File: src/design/kpr_pkg.sv
// Package for the knock pattern recorder: beat types, command and status codes,
// register indexes, phase and sequencer enums. No dependencies.
package kpr_pkg;

  // Fixed field widths
  localparam int SAMPLE_W = 8;
  localparam int PAUSE_W  = 8;
  localparam int THR_W    = 9;
  localparam int MINTAP_W = 4;
  localparam int IDX_W    = 5;
  localparam int VAL_W    = 8;
  localparam int CFG_IDX_W  = 3;
  localparam int CFG_DATA_W = 9;

  // Command codes
  localparam logic [1:0] FUNC_START   = 2'd0;
  localparam logic [1:0] FUNC_SAMPLE  = 2'd1;
  localparam logic [1:0] FUNC_PAUSE   = 2'd2;
  localparam logic [1:0] FUNC_TIMEOUT = 2'd3;

  // Result kinds and status codes
  localparam logic KIND_BEEP = 1'b0;
  localparam logic KIND_DONE = 1'b1;
  localparam logic [1:0] STAT_OK      = 2'd0;
  localparam logic [1:0] STAT_FAIL    = 2'd1;
  localparam logic [1:0] STAT_TIMEOUT = 2'd2;

  // Register indexes
  localparam logic [CFG_IDX_W-1:0] CFG_TAP_THR   = 3'd0;
  localparam logic [CFG_IDX_W-1:0] CFG_PAUSE_MIN = 3'd1;
  localparam logic [CFG_IDX_W-1:0] CFG_PAUSE_MAX = 3'd2;
  localparam logic [CFG_IDX_W-1:0] CFG_MIN_TAPS  = 3'd3;
  localparam logic [CFG_IDX_W-1:0] CFG_START_TO  = 3'd4;

  // Register reset values
  localparam logic [THR_W-1:0]    RST_TAP_THR   = 9'd40;
  localparam logic [PAUSE_W-1:0]  RST_PAUSE_MIN = 8'd2;
  localparam logic [PAUSE_W-1:0]  RST_PAUSE_MAX = 8'd50;
  localparam logic [MINTAP_W-1:0] RST_MIN_TAPS  = 4'd2;
  localparam logic [PAUSE_W-1:0]  RST_START_TO  = 8'd10;

  typedef enum logic [1:0] {
    PH_IDLE = 2'd0,
    PH_WAIT = 2'd1,
    PH_REC  = 2'd2
  } phase_t;

  typedef enum logic [1:0] {
    S_READY = 2'd0,
    S_READ  = 2'd1,
    S_LOAD  = 2'd2,
    S_DIV   = 2'd3
  } seq_state_t;

  typedef struct packed {
    logic [1:0]          func;
    logic [SAMPLE_W-1:0] z_sample;
  } in_item_t;

  typedef struct packed {
    logic             kind;
    logic [1:0]       status;
    logic [IDX_W-1:0] index;
    logic [VAL_W-1:0] value;
    logic             last;
  } out_item_t;

endpackage

File: src/design/knock_pattern_recorder_core.sv
// Knock pattern recorder core: tap detection, pause recording in an on-chip
// store and normalized playback through a bit-serial divider.
// Depends on kpr_pkg.
//
// Usage:
//  - Commands enter on in_data when start is high and busy is low. func selects
//    start, accelerometer sample, pause tick or timeout tick.
//  - Results leave on out_data, each marked by out_valid for exactly one cycle;
//    the receiver cannot hold them off.
//  - Registers are written on the cfg channel (cfg_ready is always high) and
//    must be changed only while busy is low and no result is pending.
//  - A command's beep, failure or timeout result appears in the cycle after it is
//    accepted; busy stays low unless the command starts playback, so the next
//    command can follow at once.
//  - A successful recording plays back SEQ_LEN results. Each entry passes through
//    one pause store read, one load and 8 steps of the one-bit-per-cycle divider
//    that forms p*255/longest; busy is high until the last entry is produced.
//  - Entries past the fill count read as zero, so starting a recording needs no
//    clearing pass over the store.
//  - Reset returns the registers to their defaults and the recorder to idle.
module knock_pattern_recorder_core #(
  parameter int SEQ_LEN = 8
) (
  input  logic                                clk,
  input  logic                                rst_n,
  input  logic                                start,
  output logic                                busy,
  input  kpr_pkg::in_item_t                   in_data,
  output logic                                out_valid,
  output kpr_pkg::out_item_t                  out_data,
  input  logic                                cfg_valid,
  output logic                                cfg_ready,
  input  logic [kpr_pkg::CFG_IDX_W-1:0]       cfg_index,
  input  logic [kpr_pkg::CFG_DATA_W-1:0]      cfg_data
);

  localparam int TC_W   = $clog2(SEQ_LEN + 2);
  localparam int SLOT_W = $clog2(SEQ_LEN);
  localparam int CMP_W  = (TC_W > kpr_pkg::MINTAP_W) ? TC_W : kpr_pkg::MINTAP_W;
  localparam int PW     = kpr_pkg::PAUSE_W;

  // Configuration registers
  logic [kpr_pkg::THR_W-1:0]    cfg_thr_r;
  logic [PW-1:0]                cfg_pmin_r;
  logic [PW-1:0]                cfg_pmax_r;
  logic [kpr_pkg::MINTAP_W-1:0] cfg_min_taps_r;
  logic [PW-1:0]                cfg_start_to_r;

  // Recorder state
  kpr_pkg::phase_t     phase_r, phase_nxt;
  kpr_pkg::seq_state_t state_r, state_nxt;
  logic [kpr_pkg::SAMPLE_W-1:0] prev_sample_r, prev_sample_nxt;
  logic signed [8:0]   prev_delta_r, prev_delta_nxt;
  logic [TC_W-1:0]     tap_count_r, tap_count_nxt;
  logic [PW-1:0]       longest_r, longest_nxt;
  logic [PW-1:0]       pause_r, pause_nxt;
  logic [PW-1:0]       timeout_r, timeout_nxt;

  // Playback sequencer and divider
  logic [SLOT_W-1:0]   elem_r, elem_nxt;
  logic [2:0]          step_r, step_nxt;
  logic [PW-1:0]       div_rem_r, div_rem_nxt;
  logic [PW-1:0]       div_num_r, div_num_nxt;

  // Output register
  logic                out_valid_r, out_valid_nxt;
  kpr_pkg::out_item_t  out_data_r, out_data_nxt;

  // Pause store
  logic [PW-1:0]       store_mem [SEQ_LEN];
  logic [PW-1:0]       rd_data_r;
  logic                mem_we;
  logic [SLOT_W-1:0]   mem_wa;
  logic [PW-1:0]       mem_wd;

  // Datapath helpers
  logic                accept;
  logic                go_seq;
  logic                do_sample;
  logic signed [8:0]   delta;
  logic signed [9:0]   dd;
  logic signed [9:0]   neg_dd;
  logic [8:0]          mag;
  logic                hit;
  logic [PW-1:0]       pc_eff;
  logic [PW-1:0]       to_dec;
  logic [TC_W-1:0]     tc_inc;
  logic                seq_last;
  logic                entry_ok;
  logic [2*PW-1:0]     num;
  logic [PW:0]         trial;
  logic                qbit;
  logic [PW-1:0]       quot;

  assign accept = start && !busy;

  // Second difference of the sample stream
  assign delta  = $signed({1'b0, in_data.z_sample}) - $signed({1'b0, prev_sample_r});
  assign dd     = $signed({delta[8], delta}) - $signed({prev_delta_r[8], prev_delta_r});
  assign neg_dd = -dd;
  assign mag    = dd[9] ? neg_dd[8:0] : dd[8:0];
  assign hit    = mag >= cfg_thr_r;

  // Pause count after this command's tick, saturating and frozen above pause_max
  assign pc_eff = (in_data.func == kpr_pkg::FUNC_PAUSE && pause_r <= cfg_pmax_r &&
                   pause_r != {PW{1'b1}}) ? pause_r + 1'b1 : pause_r;
  assign to_dec = (timeout_r != '0) ? timeout_r - 1'b1 : timeout_r;
  assign tc_inc = tap_count_r + 1'b1;

  // Playback helpers: entries beyond the fill count read as zero
  assign seq_last = (elem_r == SLOT_W'(SEQ_LEN - 1));
  assign entry_ok = TC_W'(elem_r) < TC_W'(tap_count_r - 1'b1);
  assign num      = entry_ok ? ({rd_data_r, {PW{1'b0}}} - {{PW{1'b0}}, rd_data_r}) : '0;
  assign trial    = {div_rem_r, div_num_r[PW-1]};
  assign qbit     = trial >= {1'b0, longest_r};
  assign quot     = {div_num_r[PW-2:0], qbit};

  // Configuration writes
  assign cfg_ready = 1'b1;

  always_ff @(posedge clk) begin
    if (!rst_n) begin
      cfg_thr_r      <= kpr_pkg::RST_TAP_THR;
      cfg_pmin_r     <= kpr_pkg::RST_PAUSE_MIN;
      cfg_pmax_r     <= kpr_pkg::RST_PAUSE_MAX;
      cfg_min_taps_r <= kpr_pkg::RST_MIN_TAPS;
      cfg_start_to_r <= kpr_pkg::RST_START_TO;
    end else if (cfg_valid && cfg_ready) begin
      case (cfg_index)
        kpr_pkg::CFG_TAP_THR:   cfg_thr_r      <= cfg_data;
        kpr_pkg::CFG_PAUSE_MIN: cfg_pmin_r     <= cfg_data[PW-1:0];
        kpr_pkg::CFG_PAUSE_MAX: cfg_pmax_r     <= cfg_data[PW-1:0];
        kpr_pkg::CFG_MIN_TAPS:  cfg_min_taps_r <= cfg_data[kpr_pkg::MINTAP_W-1:0];
        kpr_pkg::CFG_START_TO:  cfg_start_to_r <= cfg_data[PW-1:0];
        default: ;
      endcase
    end
  end

  // Command handling and playback datapath
  always_comb begin
    phase_nxt       = phase_r;
    prev_sample_nxt = prev_sample_r;
    prev_delta_nxt  = prev_delta_r;
    tap_count_nxt   = tap_count_r;
    longest_nxt     = longest_r;
    pause_nxt       = pause_r;
    timeout_nxt     = timeout_r;
    elem_nxt        = elem_r;
    step_nxt        = step_r;
    div_rem_nxt     = div_rem_r;
    div_num_nxt     = div_num_r;
    out_valid_nxt   = 1'b0;
    out_data_nxt    = out_data_r;
    mem_we          = 1'b0;
    mem_wa          = SLOT_W'(tap_count_r - 1'b1);
    mem_wd          = pc_eff;
    go_seq          = 1'b0;
    do_sample       = 1'b0;

    if (accept) begin
      if (in_data.func == kpr_pkg::FUNC_START) begin
        // Arm: drop the previous recording and load the timeout
        prev_sample_nxt = '0;
        prev_delta_nxt  = '0;
        tap_count_nxt   = '0;
        longest_nxt     = '0;
        pause_nxt       = '0;
        timeout_nxt     = cfg_start_to_r;
        phase_nxt       = kpr_pkg::PH_WAIT;
        if (cfg_start_to_r == '0) begin
          phase_nxt     = kpr_pkg::PH_IDLE;
          out_valid_nxt = 1'b1;
          out_data_nxt  = '{kind: kpr_pkg::KIND_DONE, status: kpr_pkg::STAT_TIMEOUT,
                            index: '0, value: '0, last: 1'b1};
        end
      end else begin
        case (phase_r)
          kpr_pkg::PH_WAIT: begin
            if (in_data.func == kpr_pkg::FUNC_SAMPLE) begin
              do_sample = 1'b1;
            end else if (in_data.func == kpr_pkg::FUNC_TIMEOUT) begin
              timeout_nxt = to_dec;
              if (to_dec == '0) begin
                phase_nxt     = kpr_pkg::PH_IDLE;
                out_valid_nxt = 1'b1;
                out_data_nxt  = '{kind: kpr_pkg::KIND_DONE,
                                  status: kpr_pkg::STAT_TIMEOUT,
                                  index: '0, value: '0, last: 1'b1};
              end
            end
          end
          kpr_pkg::PH_REC: begin
            pause_nxt = pc_eff;
            if (pc_eff > cfg_pmax_r) begin
              // Gap too long: end the recording
              pause_nxt = '0;
              phase_nxt = kpr_pkg::PH_IDLE;
              if (CMP_W'(tap_count_r) <= CMP_W'(cfg_min_taps_r)) begin
                out_valid_nxt = 1'b1;
                out_data_nxt  = '{kind: kpr_pkg::KIND_DONE, status: kpr_pkg::STAT_FAIL,
                                  index: '0, value: '0, last: 1'b1};
              end else begin
                go_seq = 1'b1;
              end
            end else if (in_data.func == kpr_pkg::FUNC_SAMPLE) begin
              do_sample = 1'b1;
            end
          end
          default: ;
        endcase
      end

      // Tap detection and pause capture
      if (do_sample) begin
        prev_sample_nxt = in_data.z_sample;
        prev_delta_nxt  = delta;
        if (hit) begin
          if (tap_count_r == '0) begin
            pause_nxt     = '0;
            tap_count_nxt = TC_W'(1);
            phase_nxt     = kpr_pkg::PH_REC;
            out_valid_nxt = 1'b1;
            out_data_nxt  = '{kind: kpr_pkg::KIND_BEEP, status: kpr_pkg::STAT_OK,
                              index: '0, value: '0, last: 1'b1};
          end else if (pc_eff > cfg_pmin_r) begin
            mem_we        = 1'b1;
            tap_count_nxt = tc_inc;
            if (pc_eff > longest_r) begin
              longest_nxt = pc_eff;
            end
            pause_nxt     = '0;
            out_valid_nxt = 1'b1;
            out_data_nxt  = '{kind: kpr_pkg::KIND_BEEP, status: kpr_pkg::STAT_OK,
                              index: kpr_pkg::IDX_W'(tap_count_r), value: '0,
                              last: !(tap_count_r >= TC_W'(SEQ_LEN))};
            if (tap_count_r >= TC_W'(SEQ_LEN)) begin
              phase_nxt = kpr_pkg::PH_IDLE;
              go_seq    = 1'b1;
            end
          end else begin
            pause_nxt = '0;
          end
        end
      end

      if (go_seq) begin
        elem_nxt = '0;
      end
    end

    // Playback: load the divider, then one quotient bit per cycle
    case (state_r)
      kpr_pkg::S_LOAD: begin
        div_rem_nxt = num[2*PW-1:PW];
        div_num_nxt = num[PW-1:0];
        step_nxt    = '0;
      end
      kpr_pkg::S_DIV: begin
        div_rem_nxt = qbit ? PW'(trial - {1'b0, longest_r}) : trial[PW-1:0];
        div_num_nxt = quot;
        step_nxt    = step_r + 1'b1;
        if (step_r == 3'd7) begin
          out_valid_nxt = 1'b1;
          out_data_nxt  = '{kind: kpr_pkg::KIND_DONE, status: kpr_pkg::STAT_OK,
                            index: kpr_pkg::IDX_W'(elem_r),
                            value: (longest_r == '0) ? '0 : quot,
                            last: seq_last};
          if (!seq_last) begin
            elem_nxt = elem_r + 1'b1;
          end
        end
      end
      default: ;
    endcase
  end

  // Sequencer next state
  always_comb begin
    state_nxt = state_r;
    case (state_r)
      kpr_pkg::S_READY: begin
        if (accept && go_seq) begin
          state_nxt = kpr_pkg::S_READ;
        end
      end
      kpr_pkg::S_READ:  state_nxt = kpr_pkg::S_LOAD;
      kpr_pkg::S_LOAD:  state_nxt = kpr_pkg::S_DIV;
      kpr_pkg::S_DIV: begin
        if (step_r == 3'd7) begin
          state_nxt = seq_last ? kpr_pkg::S_READY : kpr_pkg::S_READ;
        end
      end
      default: state_nxt = kpr_pkg::S_READY;
    endcase
  end

  // Sequencer outputs
  always_comb begin
    case (state_r)
      kpr_pkg::S_READY: busy = 1'b0;
      default:          busy = 1'b1;
    endcase
  end

  assign out_valid = out_valid_r;
  assign out_data  = out_data_r;

  // Control registers
  always_ff @(posedge clk) begin
    if (!rst_n) begin
      phase_r       <= kpr_pkg::PH_IDLE;
      state_r       <= kpr_pkg::S_READY;
      prev_sample_r <= '0;
      prev_delta_r  <= '0;
      tap_count_r   <= '0;
      longest_r     <= '0;
      pause_r       <= '0;
      timeout_r     <= '0;
      elem_r        <= '0;
      step_r        <= '0;
      out_valid_r   <= 1'b0;
    end else begin
      phase_r       <= phase_nxt;
      state_r       <= state_nxt;
      prev_sample_r <= prev_sample_nxt;
      prev_delta_r  <= prev_delta_nxt;
      tap_count_r   <= tap_count_nxt;
      longest_r     <= longest_nxt;
      pause_r       <= pause_nxt;
      timeout_r     <= timeout_nxt;
      elem_r        <= elem_nxt;
      step_r        <= step_nxt;
      out_valid_r   <= out_valid_nxt;
    end
  end

  // Payload registers
  always_ff @(posedge clk) begin
    div_rem_r  <= div_rem_nxt;
    div_num_r  <= div_num_nxt;
    out_data_r <= out_data_nxt;
  end

  // Pause store: one write port, registered read of the playback entry
  always_ff @(posedge clk) begin
    if (mem_we) begin
      store_mem[mem_wa] <= mem_wd;
    end
    rd_data_r <= store_mem[elem_r];
  end

`ifndef ASSERT_OFF
  // Divider remainder stays below the divisor
  a_div_rem: assert property (@(posedge clk) disable iff (!rst_n)
    (state_r == kpr_pkg::S_DIV && longest_r != '0) |-> (div_rem_r < longest_r))
    else $error("divider remainder not below longest pause");

  // Playback runs only with the recorder back in idle
  a_seq_idle: assert property (@(posedge clk) disable iff (!rst_n)
    (state_r != kpr_pkg::S_READY) |-> (phase_r == kpr_pkg::PH_IDLE))
    else $error("playback while recording");

  // A non-final playback result leaves the sequencer running
  a_seq_more: assert property (@(posedge clk) disable iff (!rst_n)
    (out_valid && out_data.kind == kpr_pkg::KIND_DONE &&
     out_data.status == kpr_pkg::STAT_OK && !out_data.last) |-> busy)
    else $error("playback stopped before the last entry");

  // A start command never launches playback
  a_start_ready: assert property (@(posedge clk) disable iff (!rst_n)
    (accept && in_data.func == kpr_pkg::FUNC_START) |=> !busy)
    else $error("start command raised busy");
`endif

endmodule
File: config.mk
export PLATFORM = sky130hd
export DESIGN_NAME = knock_pattern_recorder_core
export DESIGN_NICKNAME = d
export VERILOG_FILES = /design/src/design/kpr_pkg.sv /design/src/design/knock_pattern_recorder_core.sv
export SDC_FILE = /design/constraint.sdc
export NUM_CORES = 1
export LEC_CHECK = 0
export ABC_CLOCK_PERIOD_IN_PS = 7600
export BUFFER_PORTS_ARGS = -buffer_cell sky130_fd_sc_hd__buf_2
export CAP_MARGIN = 20
export CORE_MARGIN = 2
export CORE_UTILIZATION = 30
export CTS_BUF_LIST = sky130_fd_sc_hd__clkbuf_2
export CTS_CLUSTER_SIZE = 25
export DETAILED_ROUTE_END_ITERATION = 16
export PLACE_DENSITY_LB_ADDON = 0.2
export SLEW_MARGIN = 10
export SYNTH_ARGS = -nofsm -noshare
export SYNTH_HDL_FRONTEND = slang
export SYNTH_SLANG_ARGS = --single-unit
File: constraint.sdc
create_clock -name clk -period 7.6 [get_ports clk]
set_input_delay 1.52 -clock clk [delete_from_list [all_inputs] [get_ports clk]]
set_output_delay 1.52 -clock clk [all_outputs]
set_load 0.02 [all_outputs]
Word-level counts from Yosys, hierarchy flattened
Memories as Yosys holds them, arrays and structs flattened. A register that Yosys moved wholly into a read port is not among the register bits.
Index checks and enable logic that the tools add are counted.
- $add $sub $neg: 11
- magnitude comparators: 9
- equality and inequality tests: 18
- muxes and demuxes: 108
- reduce and logical (&&, ||, !) cells: 25
- operator list (operator ; count):
    17-bit 2-to-1 mux ; 14
    8-bit 2-to-1 mux ; 21
    1-bit 2-to-1 mux ; 39
    17-bit one-hot mux with 2 select lines ; 1
    8-bit one-hot mux with 2 select lines ; 2
    9-bit 2-to-1 mux ; 3
    8-bit greater-than comparator ; 3
    8-bit logical NOT ; 3
    2-bit 2-to-1 mux ; 12
    4-bit 2-to-1 mux ; 5
    16-bit 2-to-1 mux ; 1
    16-bit by 8-bit subtractor with 16-bit output ; 1
    3-bit 2-to-1 mux ; 5
    2-bit AND reduction ; 7
    2-bit == test, second input constant ; 5
    9-bit by 9-bit subtractor with 10-bit output ; 1
    3-bit == test, second input constant ; 3
    9-bit by 8-bit greater-or-equal comparator with 1-bit output ; 1
    9-bit greater-or-equal comparator ; 1
    9-bit negator ; 1
    8-bit by 8-bit subtractor with 9-bit output ; 1
    8-bit by 1-bit adder with 8-bit output, second input constant ; 1
    8-bit less-or-equal comparator ; 1
    8-bit != test, second input constant ; 1
    other kinds (25) ; 38
- register bits after elaboration: 126
- memory bits (writable): 64
- input port bits: 26
- output and inout bits: 20
- memories: 1
- memory list (memory ; depth ; width ; rd ports ; clocked after Yosys merged registers in ; write ports ; line ; text):
    store_mem ; 8 ; 8 ; 1 ; 1 ; 1 ; knock_pattern_recorder_core.sv:70 ; logic [PW-1:0] store_mem [SEQ_LEN];

Longest topological paths before layout
- depth after elaboration: 19
- mapped depth: 26

Worst setup path after synthesis
No wires, ideal clock.
- path type: input to register
- from: input in_data[0] (netlist name)
- to: memory store_mem[2][0] (netlist name), enable pin
- library setup time: 0.383 ns
- arrival time: 5.865 ns
- path slack: 1.352 ns
- stages: 23
- buffers on the path: 0
- cells stage by stage: inv_1 -> ha_1 -> fa_1 -> nor2b_1 -> o21ai_0 -> a21boi_0 -> o21ai_0 -> nand2b_1 -> xor2_1 -> ha_1 -> o21ai_0 -> a21o_1 -> a31oi_1 -> nor2_1 -> xor2_1 -> ha_1 -> a211oi_1 -> o21ai_0 -> a21oi_1 -> nor4_1 -> and2_1 -> nand2_1 -> nor3_1
- word-level cells in the longest chain between the ends: 10
- RTL lines (element ; line ; text):
    start: declaration ; knock_pattern_recorder_core.sv:28 ; input kpr_pkg::in_item_t in_data,
    8-bit by 8-bit subtractor with 9-bit output (*) ; knock_pattern_recorder_core.sv:98 ; assign delta = $signed({1'b0, in_data.z_sample}) - $signed({1'b0, prev_sample_r});
    9-bit by 9-bit subtractor with 10-bit output (*) ; knock_pattern_recorder_core.sv:99 ; assign dd = $signed({delta[8], delta}) - $signed({prev_delta_r[8], prev_delta_r});
    9-bit negator ; knock_pattern_recorder_core.sv:100 ; assign neg_dd = -dd;
    9-bit 2-to-1 mux (*) ; knock_pattern_recorder_core.sv:101 ; assign mag = dd[9] ? neg_dd[8:0] : dd[8:0];
    9-bit greater-or-equal comparator (*) ; knock_pattern_recorder_core.sv:102 ; assign hit = mag >= cfg_thr_r;
    1-bit 2-to-1 mux (*) ; knock_pattern_recorder_core.sv:218 ; if (hit) begin
    1-bit 2-to-1 mux (*) ; knock_pattern_recorder_core.sv:215 ; if (do_sample) begin
    1-bit 2-to-1 mux (*) ; knock_pattern_recorder_core.sv:161 ; if (accept) begin
    1-bit 2-to-1 mux (*) ; knock_pattern_recorder_core.sv:347 ; if (mem_we) begin
    1-bit 2-to-1 mux (not written as such) (*) ; knock_pattern_recorder_core.sv:348 ; store_mem[mem_wa] <= mem_wd;
    end: declaration ; knock_pattern_recorder_core.sv:70 ;
Every way passes the cells marked *; elsewhere a longest branch is shown, timed or not.

Worst setup path in the final report
- from: input in_data[1] (netlist name)
- to: memory store_mem[2][1] (netlist name), enable pin
Same word-level chain as after synthesis.

==> impl_metrics.env <==
export IMPL_status="complete, no violations"
export IMPL_port_buffers=44
export IMPL_synth_top_family_by_area="compound AO/OA/AOI/OAI gates"
export IMPL_maxCapViolCount=0
export IMPL_p_leak_nw=4.643
export IMPL_synthCells=1154
export IMPL_dp_hpwl_mm=20.93
export IMPL_tightest_slew_ns=0.8706
export IMPL_slowest_delay_ns=0.57
export IMPL_drtIter0Drc=476
export IMPL_vias_per_cell=5.079
export IMPL_synth_edff_count=80
export IMPL_grt_pass1_vias=8221
export IMPL_syn2layout_area_growth_pct=10.24
export IMPL_globalRouteTotalUtil_pct=15.26
export IMPL_die_area_mm2=0.03852
export IMPL_synth_warnings=0
export IMPL_final_setup_tns_ns=0
export IMPL_grt_first_pass_wirelength_mm=46.15
export IMPL_ys_flop_type="dfxtp_1"
export IMPL_cp_max_fo=9
export IMPL_grt_max_degree=63
export IMPL_worstPathRequired_ns=8.14
export IMPL_syn_avg_cell_area_um2=9.611
export IMPL_critPathCaptureType="flip-flop"
export IMPL_drv_slew=0
export IMPL_cts_tree="built"
export IMPL_drive_above_1_share_pct=12.37
export IMPL_fin_ws_ns=1.389
export IMPL_fin_crit_sh_pct=81.72
export IMPL_critPathTopFamily="simple AND/OR/NAND/NOR gates"
export IMPL_place_congestion=0.8024
export IMPL_setup_violations=0
export IMPL_period_minus_slack_ns=6.211
export IMPL_syn_num_nets=1278
export IMPL_cts_inserted_buffers=17
export IMPL_core_mm2=0.03652
export IMPL_fin_nets=1324
export IMPL_whs_ns=0.4744
export IMPL_fp_row_count=70
export IMPL_start_kind="input pin"
export IMPL_power_density_mw_per_mm2=156.7
export IMPL_grt_antenna_before_repair=3
export IMPL_arrival_ns=6.75
export IMPL_mappedNetlistArea_mm2=0.01109
export IMPL_relSlewSlack_pct=41.96
export IMPL_synth_seq_cells=198
export IMPL_drc=0
export IMPL_ir_drop_uv=102.8
export IMPL_cts_root_buf="clkbuf_2"
export IMPL_wire_per_inst_um=16.97
export IMPL_synth_compound_area_share_pct=17.66
export IMPL_h_tree_depth=4
export IMPL_crit_type="in -> reg"
export IMPL_clock_fmax_mhz=161.0
export IMPL_post_cts_buffers=0
export IMPL_start_util_pct=30.37
export IMPL_synthMuxAreaShare_pct=5.167
export IMPL_async_flop_share_pct=0
export IMPL_synth_simple_gate_area_share_pct=15.70
export IMPL_hold_violations=0
export IMPL_worst_hold_path_type="reg -> reg"
export IMPL_yosysSeqAreaShare_pct=42.96
export IMPL_crit_top_cell="o21ai_0"
export IMPL_synth_adder_area_share_pct=11.26
export IMPL_critPathSlowestCell="a31oi_1"
export IMPL_synth_xor_area_share_pct=2.685
export IMPL_clock_latency_ns=0.82
export IMPL_clock_sink_count=198
export IMPL_finClkSkew_ns=0.05303
export IMPL_vias=8558
export IMPL_ctsResizeCount=0
export IMPL_io_pins=46
export IMPL_ys_types=74
export IMPL_cts_buffer_depth=2
export IMPL_gr_total_overflow=0
export IMPL_rsz0062_at_grt="false"
export IMPL_critPathBufInv=2
export IMPL_finalPower_mw=1.916
export IMPL_holdBufCountCts=0
export IMPL_dp_worst_setup_slack_ns=0.6101
export IMPL_drt_pass1_iterations=5
export IMPL_clk_pin_slew_ns=0.28
export IMPL_postRouteWirelength_mm=28.60
export IMPL_fp_dieH_um=196.3
export IMPL_drt_antenna_violating_nets=0
export IMPL_die_x_um=196.3
-- state kept, by name, summed over array words and instances (netlist names), 9 cells and up --
name	cells
store_mem	64
prev_delta_r	9
out_data	17
cfg_thr_r	9
-- path summary, 6_finish.rpt --
kind / start / endpoint / slack (ns) / depth (start not counted)
max reg2reg: prev_sample_r[1] / store_mem[2][1] / 1.75 / 25
min: cfg_thr_r[2] / cfg_thr_r[2] / 0.47 / 2
min reg2reg: cfg_thr_r[2] / cfg_thr_r[2] / 0.47 / 2
max: in_data[1] / store_mem[2][1] / 1.39 / 25
-- cells by family (layout without fill, tap and decap cells) --
kind of cell,after synthesis,in the layout
and+or+nand+nor,367,367
xor gates and xnor gates,34,34
buffers and inverters,132,191
DFF,198,198
adders and majority gates,98,98
muxes,36,36
AOI/OAI and AO/OA,288,288
other,1,5
-- area by class of cell --
class / count / area, um2
clock buffers: 18 / 90.09
inverters: 88 / 330.3
flip-flops and latches: 198 / 4765
repair buffers: 71 / 422.9
diodes: 4 / 10.01
fillers: 3787 / 24300
multi-input cells: 824 / 5834
clock inverters: 14 / 188.9
well taps: 468 / 585.6
-- cell usage after synthesis, drive strengths merged, types with 3 or more instances --
library cell	n	area share, %
mux2i	10	0.90
nor3b	5	0.34
a211oi	7	0.47
a21oi	70	3.2
nor2b	17	0.96
ha	95	11
a31oi	15	0.90
a2111oi	5	0.73
or3	7	0.39
edfxtp	80	22
xnor2	18	1.4
dfxtp	118	21
and2	9	0.51
o31ai	9	0.73
mux4	16	3.2
nor2	97	3.3
a32o	3	0.27
clkbuf	37	1.3
or2	8	0.45
o22ai	6	0.34
nor4	11	0.76
fa	3	0.54
nor3	21	0.99
a22oi	24	1.6
o211ai	10	0.68
inv	88	3.0
o21a	12	0.81
xor2	16	1.3
a22o	24	1.9
nand4	14	0.79
buf	7	0.30
nand2b	12	0.68
o21ai	63	2.9
or4	5	0.34
mux2	10	1.0
nand3	24	1.1
a21o	13	0.88
o41ai	3	0.30
nand2	120	4.1
and3	13	0.73
-- through the flow --
| step | utilization (%) | cell area (um2) | cells |
|---|---|---|---|
| after floorplan | - | 11090 | 1154 |
| after global placement | 32.69 | 11940 | 1649 |
| after detailed placement | 32.69 | 11940 | 1649 |
| after CTS | 33.45 | 12220 | 1681 |
| after global routing | 33.46 | 12220 | 1683 |
| final | 33.48 | 12230 | 1685 |
-- routing by layer --
layer,vias to the layer above,GRT usage [%],wire [um]
met2,134,25.28,13550
met3,12,2.682,881
met5,-,0,0
met1,4124,21.09,13990
li1,4288,-,-
met4,0,2.553,182
-- worst min-delay path, stage by stage (launching register included) --
cell and delay, ns:
dfxtp_1 0.38, nand2_1 0.05, a21oi_1 0.05
-- cells in the final DEF (no fill, tap or decap), types with 5 or more instances in the layout --
| cell type | count |
|---|---|
| a211oi_1 | 7 |
| a21o_1 | 13 |
| a21oi_1 | 70 |
| a22o_1 | 24 |
| a22oi_1 | 24 |
| a31oi_1 | 14 |
| and2_1 | 9 |
| and3_1 | 13 |
| buf_2 | 44 |
| buf_4 | 27 |
| clkbuf_2 | 18 |
| dfxtp_1 | 118 |
| edfxtp_1 | 80 |
| ha_1 | 95 |
| inv_1 | 87 |
| mux2_2 | 10 |
| mux2i_1 | 10 |
| mux4_2 | 16 |
| nand2_1 | 120 |
| nand2b_1 | 12 |
| nand3_1 | 24 |
| nand4_1 | 14 |
| nor2_1 | 96 |
| nor2b_1 | 17 |
| nor3_1 | 19 |
| nor3b_1 | 5 |
| nor4_1 | 10 |
| o211ai_1 | 10 |
| o21a_1 | 12 |
| o21ai_0 | 60 |
| o22ai_1 | 6 |
| o31ai_1 | 8 |
| or2_2 | 8 |
| or3_1 | 7 |
| or4_1 | 5 |
| xnor2_1 | 18 |
| xor2_1 | 16 |
-- where the power goes --
part           switching (mW)  leakage (nW)  internal, mW  total, mW
combinational           0.127          2.79        0.0792      0.207
clock                   0.396         0.169         0.197      0.593
sequential            0.00729          1.68          1.11       1.12
total                   0.530          4.64          1.39       1.92
Note: power is estimated with default switching activity, not from simulation.
